[config.mk]
export PLATFORM = sky130hd
export DESIGN_NAME = voxel_record_set_hash_unit
export DESIGN_NICKNAME = d
export VERILOG_FILES = /design/src/rtl/vrsh_pkg.sv /design/src/rtl/vrsh_front.sv /design/src/rtl/vrsh_queue.sv /design/src/rtl/vrsh_back.sv /design/src/rtl/voxel_record_set_hash_unit.sv
export VERILOG_INCLUDE_DIRS = /design/src /design/src/rtl
export SDC_FILE = /design/constraint.sdc
export NUM_CORES = 2
export LEC_CHECK = 0
export BUFFER_PORTS_ARGS = -buffer_cell sky130_fd_sc_hd__buf_2
export CAP_MARGIN = 25
export CORE_MARGIN = 3
export CORE_UTILIZATION = 65
export DETAILED_ROUTE_END_ITERATION = 16
export MAX_ROUTING_LAYER = met4
export PLACE_DENSITY = 0.85
export SYNTH_ARGS = -nofsm -noshare
export SYNTH_HDL_FRONTEND = slang
export SYNTH_SLANG_ARGS = --single-unit
[constraint.sdc]
create_clock -name i_clk -period 17.4 [get_ports i_clk]
set_input_delay 1.74 -clock i_clk [delete_from_list [all_inputs] [get_ports i_clk]]
set_output_delay 1.74 -clock i_clk [all_outputs]
set_load 0.03 [all_outputs]
[src/rtl/voxel_record_set_hash_unit_defines.svh]
// Assertion macros for the voxel record set hash unit.
`ifndef VOXEL_RECORD_SET_HASH_UNIT_DEFINES_SVH
`define VOXEL_RECORD_SET_HASH_UNIT_DEFINES_SVH

// Same-cycle implication, checked outside reset.
`define VRSH_ASSERT_NOW(label, clk, rst_n, ante, cons, msg) \
    label: assert property (@(posedge clk) disable iff (!rst_n) (ante) |-> (cons)) \
        else $error(msg);

// Next-cycle implication, checked outside reset.
`define VRSH_ASSERT_NEXT(label, clk, rst_n, ante, cons, msg) \
    label: assert property (@(posedge clk) disable iff (!rst_n) (ante) |=> (cons)) \
        else $error(msg);

`endif

[src/rtl/vrsh_pkg.sv]
// Types, constants and mixing functions shared by the voxel record set hash unit.
package vrsh_pkg;

    localparam logic [31:0] MIX_BASIS  = 32'h811c_9dc5;
    localparam logic [31:0] MIX_OFS_X  = 32'h9e37_79b9;
    localparam logic [31:0] MIX_OFS_Y  = 32'h85eb_ca77;
    localparam logic [31:0] MIX_OFS_Z  = 32'hc2b2_ae3d;
    localparam logic [63:0] FOLD_BASIS = 64'hcbf2_9ce4_8422_2325;
    localparam logic [15:0] MAX_VALUE_RESET = 16'hffff;

    typedef enum logic [1:0] {
        F_IDLE,
        F_MIX,
        F_PUSH
    } t_front_state;

    // One classified record on its way from front to back.
    typedef struct packed {
        logic [31:0] word;
        logic        bad;
        logic        last;
    } t_rec;

    // (h ^ v) * 0x01000193 mod 2^32, prime bits 0,1,4,7,8,24.
    function automatic logic [31:0] f_mix(input logic [31:0] h, input logic [31:0] v);
        logic [31:0] p;
        p = h ^ v;
        return p + (p << 1) + (p << 4) + (p << 7) + (p << 8) + (p << 24);
    endfunction

    // (a ^ w) * 0x100000001b3 mod 2^64, prime bits 0,1,4,5,7,8,40.
    function automatic logic [63:0] f_fold(input logic [63:0] a, input logic [31:0] w);
        logic [63:0] q;
        q = a ^ {32'd0, w};
        return q + (q << 1) + (q << 4) + (q << 5) + (q << 7) + (q << 8) + (q << 40);
    endfunction

endpackage

[src/rtl/vrsh_front.sv]
// Front end: takes records, checks the cell value, mixes the record into a 32-bit word.
module vrsh_front import vrsh_pkg::*; (
    input  logic         i_clk,
    input  logic         i_rst_n,
    input  logic         i_cfg_we,
    input  logic [15:0]  i_cfg_wdata,
    input  logic         i_valid,
    output logic         o_ready,
    input  logic [31:0]  i_pos_x,
    input  logic [31:0]  i_pos_y,
    input  logic [31:0]  i_pos_z,
    input  logic [15:0]  i_cell_value,
    input  logic         i_last,
    output logic         o_push_valid,
    input  logic         i_push_ready,
    output t_rec         o_push_data
);

    t_front_state r_state, n_state;
    logic [1:0]   r_step;
    logic [31:0]  r_h;
    logic [31:0]  r_ox, r_oy, r_oz;
    logic [15:0]  r_v;
    logic         r_bad, r_last;
    logic [15:0]  r_max;
    logic [31:0]  mix_in;
    logic         accept;

    always_comb begin
        unique case (r_step)
            2'd0:    mix_in = r_ox;
            2'd1:    mix_in = r_oy;
            2'd2:    mix_in = r_oz;
            default: mix_in = {16'd0, r_v};
        endcase
    end

    always_comb begin
        n_state      = r_state;
        o_ready      = 1'b0;
        o_push_valid = 1'b0;
        unique case (r_state)
            F_IDLE: begin
                o_ready = 1'b1;
                if (i_valid) n_state = F_MIX;
            end
            F_MIX: begin
                if (r_step == 2'd3) n_state = F_PUSH;
            end
            F_PUSH: begin
                o_push_valid = 1'b1;
                o_ready      = i_push_ready;
                if (i_push_ready) n_state = i_valid ? F_MIX : F_IDLE;
            end
            default: n_state = F_IDLE;
        endcase
    end

    assign accept      = i_valid && o_ready;
    assign o_push_data = '{word: r_h, bad: r_bad, last: r_last};

    always_ff @(posedge i_clk) begin
        if (!i_rst_n) begin
            r_state <= F_IDLE;
            r_max   <= MAX_VALUE_RESET;
        end else begin
            r_state <= n_state;
            if (i_cfg_we) r_max <= i_cfg_wdata;
        end
    end

    always_ff @(posedge i_clk) begin
        if (accept) begin
            r_ox   <= i_pos_x + MIX_OFS_X;
            r_oy   <= i_pos_y + MIX_OFS_Y;
            r_oz   <= i_pos_z + MIX_OFS_Z;
            r_v    <= i_cell_value;
            r_bad  <= (i_cell_value == 16'd0) || (i_cell_value > r_max);
            r_last <= i_last;
            r_h    <= MIX_BASIS;
            r_step <= 2'd0;
        end else if (r_state == F_MIX) begin
            r_h    <= f_mix(r_h, mix_in);
            r_step <= r_step + 2'd1;
        end
    end

endmodule

[src/rtl/vrsh_queue.sv]
// Small FIFO of classified records between front and back.
module vrsh_queue import vrsh_pkg::*; #(
    parameter int DEPTH = 2
) (
    input  logic i_clk,
    input  logic i_rst_n,
    input  logic i_push_valid,
    output logic o_push_ready,
    input  t_rec i_push_data,
    output logic o_pop_valid,
    input  logic i_pop_ready,
    output t_rec o_pop_data
);

    localparam int PTR_W = $clog2(DEPTH);
    localparam int CNT_W = $clog2(DEPTH + 1);

    t_rec             r_mem [DEPTH];
    logic [PTR_W-1:0] r_wr_ptr, r_rd_ptr;
    logic [CNT_W-1:0] r_count;
    logic             push, pop;

    assign o_push_ready = (r_count != CNT_W'(DEPTH));
    assign o_pop_valid  = (r_count != '0);
    assign o_pop_data   = r_mem[r_rd_ptr];
    assign push         = i_push_valid && o_push_ready;
    assign pop          = o_pop_valid && i_pop_ready;

    function automatic logic [PTR_W-1:0] f_next(input logic [PTR_W-1:0] p);
        return (p == PTR_W'(DEPTH - 1)) ? '0 : p + PTR_W'(1);
    endfunction

    always_ff @(posedge i_clk) begin
        if (!i_rst_n) begin
            r_wr_ptr <= '0;
            r_rd_ptr <= '0;
            r_count  <= '0;
        end else begin
            if (push) r_wr_ptr <= f_next(r_wr_ptr);
            if (pop)  r_rd_ptr <= f_next(r_rd_ptr);
            if (push && !pop)      r_count <= r_count + CNT_W'(1);
            else if (pop && !push) r_count <= r_count - CNT_W'(1);
        end
    end

    always_ff @(posedge i_clk) begin
        if (push) r_mem[r_wr_ptr] <= i_push_data;
    end

endmodule

[src/rtl/vrsh_back.sv]
// Back end: folds record words into the 64-bit set hash and holds the result item.
module vrsh_back import vrsh_pkg::*; (
    input  logic        i_clk,
    input  logic        i_rst_n,
    input  logic        i_pop_valid,
    output logic        o_pop_ready,
    input  t_rec        i_pop_data,
    output logic        o_valid,
    input  logic        i_ready,
    output logic [63:0] o_running_hash,
    output logic        o_invalid,
    output logic        o_set_done
);

`include "voxel_record_set_hash_unit_defines.svh"

    logic [63:0] r_acc, n_acc;
    logic        r_bad, n_bad;
    logic        r_out_valid;
    logic [63:0] r_out_hash;
    logic        r_out_invalid, r_out_last;
    logic        pop;

    assign o_pop_ready = !r_out_valid || i_ready;
    assign pop         = i_pop_valid && o_pop_ready;

    always_comb begin
        n_bad = r_bad || i_pop_data.bad;
        n_acc = i_pop_data.bad ? r_acc : f_fold(r_acc, i_pop_data.word);
    end

    always_ff @(posedge i_clk) begin
        if (!i_rst_n) begin
            r_acc       <= FOLD_BASIS;
            r_bad       <= 1'b0;
            r_out_valid <= 1'b0;
        end else begin
            if (pop) begin
                r_out_valid <= 1'b1;
                // set closes: back to the offset basis
                r_acc <= i_pop_data.last ? FOLD_BASIS : n_acc;
                r_bad <= i_pop_data.last ? 1'b0 : n_bad;
            end else if (i_ready) begin
                r_out_valid <= 1'b0;
            end
        end
    end

    always_ff @(posedge i_clk) begin
        if (pop) begin
            r_out_hash    <= n_bad ? 64'd0 : n_acc;
            r_out_invalid <= n_bad;
            r_out_last    <= i_pop_data.last;
        end
    end

    assign o_valid        = r_out_valid;
    assign o_running_hash = r_out_hash;
    assign o_invalid      = r_out_invalid;
    assign o_set_done     = r_out_last;

    `VRSH_ASSERT_NOW(a_invalid_zero, i_clk, i_rst_n, r_out_valid && r_out_invalid, r_out_hash == 64'd0, "invalid result carries a nonzero hash")
    `VRSH_ASSERT_NEXT(a_set_restart, i_clk, i_rst_n, pop && i_pop_data.last, (r_acc == FOLD_BASIS) && !r_bad, "state not restarted after set end")
    `VRSH_ASSERT_NEXT(a_bad_keeps_acc, i_clk, i_rst_n, pop && i_pop_data.bad && !i_pop_data.last, $stable(r_acc) && r_bad, "bad record changed the hash")
    `VRSH_ASSERT_NEXT(a_pop_fills_out, i_clk, i_rst_n, pop, r_out_valid, "popped record produced no result")

endmodule

[src/rtl/voxel_record_set_hash_unit.sv]
// Each record (x, y, z, cell value) is mixed into a 32-bit word by four rounds of a
// shared 32-bit multiply-by-prime unit in the front end, which takes no new record while
// it mixes one; a small queue decouples it from the back end, which folds one word per
// cycle, unless its output stalls, into the 64-bit FNV-1a accumulator and holds the
// result item in an output register. Every item gives one result: the running hash (0
// once a bad cell value has been seen in the set), an invalid flag, and tlast copied
// from the input. After a result with tlast the hash restarts from the offset basis.
// max_value is written through i_cfg_we/i_cfg_wdata by the user only while the unit is
// idle (unchecked by the block); a value of 0 marks every record invalid.
module voxel_record_set_hash_unit import vrsh_pkg::*; #(
    parameter int QUEUE_DEPTH = 2
) (
    input  logic         i_clk,
    input  logic         i_rst_n,
    input  logic         i_cfg_we,
    input  logic [15:0]  i_cfg_wdata,
    input  logic         i_s_axis_tvalid,
    output logic         o_s_axis_tready,
    input  logic [111:0] i_s_axis_tdata,   // pos_x[31:0], pos_y[63:32], pos_z[95:64], cell_value[111:96]
    input  logic         i_s_axis_tlast,
    output logic         o_m_axis_tvalid,
    input  logic         i_m_axis_tready,
    output logic [63:0]  o_m_axis_tdata,   // running_hash[63:0]
    output logic         o_m_axis_tuser,   // invalid[0]
    output logic         o_m_axis_tlast
);

    logic f_push_valid, f_push_ready;
    t_rec f_push_data;
    logic q_pop_valid, q_pop_ready;
    t_rec q_pop_data;

    vrsh_front u_front (
        .i_clk        (i_clk),
        .i_rst_n      (i_rst_n),
        .i_cfg_we     (i_cfg_we),
        .i_cfg_wdata  (i_cfg_wdata),
        .i_valid      (i_s_axis_tvalid),
        .o_ready      (o_s_axis_tready),
        .i_pos_x      (i_s_axis_tdata[31:0]),
        .i_pos_y      (i_s_axis_tdata[63:32]),
        .i_pos_z      (i_s_axis_tdata[95:64]),
        .i_cell_value (i_s_axis_tdata[111:96]),
        .i_last       (i_s_axis_tlast),
        .o_push_valid (f_push_valid),
        .i_push_ready (f_push_ready),
        .o_push_data  (f_push_data)
    );

    vrsh_queue #(
        .DEPTH (QUEUE_DEPTH)
    ) u_queue (
        .i_clk        (i_clk),
        .i_rst_n      (i_rst_n),
        .i_push_valid (f_push_valid),
        .o_push_ready (f_push_ready),
        .i_push_data  (f_push_data),
        .o_pop_valid  (q_pop_valid),
        .i_pop_ready  (q_pop_ready),
        .o_pop_data   (q_pop_data)
    );

    vrsh_back u_back (
        .i_clk          (i_clk),
        .i_rst_n        (i_rst_n),
        .i_pop_valid    (q_pop_valid),
        .o_pop_ready    (q_pop_ready),
        .i_pop_data     (q_pop_data),
        .o_valid        (o_m_axis_tvalid),
        .i_ready        (i_m_axis_tready),
        .o_running_hash (o_m_axis_tdata),
        .o_invalid      (o_m_axis_tuser),
        .o_set_done     (o_m_axis_tlast)
    );

endmodule
==> summary.txt <==
Status
  – Status: completed

Critical path
  – Reg2reg end: u_back.o_running_hash[62]
  – WP data required: 17,720 ps
  – CP max stage cell: a2111oi_0
  – Startpoint types: flop
  – Crit-path cells: buf_4, mux2i_1, xnor2_1, buf_4, ha_1, xor2_1, fa_1, inv_1, fa_1, inv_1, ha_1, ha_1, o21ai_1, nor4_2, o21bai_1, a31oi_4, o211ai_1, a2111oi_0, o32ai_1, o21ai_0, xnor2_1, nor2_1
  – Worst Path Arrival: 8140 ps
  – CP endpoint kind: flop
  – Worst-path fanout max: 35
  – Critical path's most frequent cell: ha_1
  – Setup Crit Path Kind: reg -> reg
  – Reg2reg path depth: 22
  – CP delay by family, top: compound AO/OA/AOI/OAI gates
  – CP peak stage delay: 800 ps
  – Reg2reg setup slack: 9580 ps
  – Worst Path Buf+Inv: 4

Floorplanning
  – Placement Rows: 77
  – CORE AREA: 44,800 um2
  – Die W: 221 um
  – Starting density of the core: 66.8%
  – Die H: 221 um
  – Io pins: 202
  – Die area: 48,600 um2

Min path
  – Min-Delay Path Class: reg -> reg
  – Hold Path Stages: 2
  – Start point of the worst hold path: u_back.r_acc[0]
  – Hold EP: u_back.r_acc[0]

STA
  – Fin crit period: 7820 ps
  – Worst Clk Skew: 19.9 ps
  – Worst rel slew slack: 28.5%
  – Fin crit share: 45.0%
  – Hold WS: 486 ps
  – Count of final setup violators: 0
  – Setup_tns: 0 ps
  – Final Worst Setup Slack: 9580 ps
  – FMAX: 128 MHz
  – Worst slew pin tran: 1060 ps
  – RSZ-0062 raised after global routing: no
  – Final hold vios: 0
  – Slew Limit Fails: 0

Clocking
  – Skew-Pair Late Insertion Delay: 580 ps
  – CTS tree: yes
  – H-tree depth: 2
  – Hold Buf Count CTS: 0
  – Post CTS Setup Buffer Count: 0
  – CTS Sinks: 371
  – Reg clk slew, reported paths: 60 ps
  – CTS Buffer Depth: 3
  – Root buffer cell: clkbuf_16
  – # resized after CTS: 0
  – Cts bufs inserted: 41

Final layout
  – Final core utilization: 73.9%
  – Fillers: 3,117
  – Area Overhead vs Synth: 10.7%
  – Number of nets in the layout: 3,721
  – Layout cell share with drive strength beyond 1: 10.7%

Detailed routing
  – Vias post-DR: 22,400
  – Final wirelength: 82,200 um
  – Via density: 6.01
  – DR pass1 iterations: 7
  – DRT antenna net count: 0
  – Drt initial violations: 2,115
  – Wire per inst: 22.1 um
  – Detailed-route DRC error count: 0

Placed design
  – Gpl congestion: 0.981
  – Dpl ws: 9870 ps
  – HPWL Detailed: 64,300 um
  – I/O Buffers: 201

Global routing
  – GRT Total Usage: 35.4%
  – GR Overflow Total: 0
  – Largest net degree at the start of global routing: 82
  – First-pass GRT wire length: 127,000 um
  – Number of global-route vias before repair: 22,800
  – Initial antenna violation count: 1

Logic synthesis
  – Primary FF master, synth: edfxtp_1
  – Synth area leaders: edfxtp_1 (25%), fa_1 (19%), ha_1 (8.7%)
  – Synth area leader: edfxtp_1
  – Top cells by count, synth: inv_1 (424), fa_1 (285), edfxtp_1 (248)
  – Distinct cell type count after synthesis: 78
  – Post-synth EDFFs: 248
  – Cells after Synth: 2,888
  – Cell with the most instances after synthesis: inv_1
  – Post-synthesis register bit count: 371
  – Async SR Flop Fraction: 0%
  – Synth warnings: 0
  – Yosys top cell area share: 24.9%
  – Netlist Area Pre-Place: 29,900 um2
  – Seq/Total Area, Yosys: 33.1%
  – Mapped Nets: 3,516
  – Syn Area/Cell: 10.4 um2

Run
  – Total of max-cap violations: 0
flip-flops by register name, summed over array words and instances (netlist names), 2 cells and up, named ones only:
name / cells
u_front.r_oz: 32
u_front.r_oy: 32
u_back.r_acc: 64
u_front.r_h: 32
u_queue.r_count: 2
u_front.r_state: 2
u_front.r_step: 2
u_back.o_running_hash: 64
u_queue.r_mem: 68
u_front.r_v: 16
u_front.r_max: 16
u_front.r_ox: 32
how the worst max path moves through the flow:
stage	from	to	slack, ps	depth (start not counted)
after floorplan	flop	u_back.o_running_hash[60]	11030	23
after global placement	flop	u_back.o_running_hash[62]	9830	22
after detailed placement	flop	u_back.o_running_hash[62]	9870	22
after CTS	flop	u_back.o_running_hash[62]	9800	22
after global routing	flop	u_back.o_running_hash[62]	9280	22
final	flop	u_back.o_running_hash[62]	9580	22
kinds of logic after synthesis:
kind of cell / synth area share [%]
compound gates: 11.7
xor+xnor: 9.45
flops: 33.1
fa+ha+maj: 28.5
mux: 1.41
simple gates: 9.40
buf+inv: 6.42
area by class of cell:
type	instances	area, um2	share of cell area (%)
diodes	5	12.5	0.0378
flip-flops and latches	371	9910	29.9
inverters	426	1600	4.84
multi-input cells	2007	18100	54.7
clock buffers	52	1110	3.35
repair buffers	246	1380	4.18
well taps	592	741	2.24
clock inverters	24	258	0.778
worst register-to-register path: cells and delay by family (launching register included):
kind / cells / cell delay [ps]
AOI/OAI and AO/OA: 7 / 2300
xor gates and xnor gates: 3 / 790
adders and majority gates: 5 / 2020
buffers and inverters: 4 / 890
DFF: 1 / 320
muxes: 1 / 720
and+or+nand+nor: 2 / 530
stage by stage:
| step | instance area, um2 | cells |
|---|---|---|
| 2_1_floorplan | 29900 | 2888 |
| 3_3_place_gp | 31600 | 3635 |
| 3_5_place_dp | 31700 | 3639 |
| 4_1_cts | 33100 | 3715 |
| 5_1_grt | 33100 | 3723 |
| 6_report | 33100 | 3723 |
cell usage in the layout (no fill, tap or decap), types with 12 or more instances in the layout:
cell type and n:
a21o_1 66, clkbuf_16 42, dfxtp_1 122, buf_2 201, nand4_1 20, xor2_1 132
ha_1 209, xnor2_1 188, inv_1 422, a21oi_1 145, buf_4 42, o21bai_1 16
o21a_1 17, fa_1 285, nor2b_1 27, mux2i_1 41, maj3_1 20, o21ai_0 97
o211ai_1 38, nor3_1 27, a31oi_1 12, and3_1 13, nor2_1 184, and2_1 46
nand2b_1 17, nand3_1 48, edfxtp_1 248, a222oi_1 32, nand2_1 179
routing by layer:
layer / track usage (%) / up-vias / share of wire (%)
met4: 15.9 / 0 / 5.3
li1: - / 10200 / -
met1: 43.7 / 10900 / 38
met5: - / - / 0
met3: 5.49 / 226 / 7.9
met2: 58.2 / 1002 / 49
Power is not shown: default switching activity piles up to over one toggle a cycle in this logic, so the estimate is an artifact.
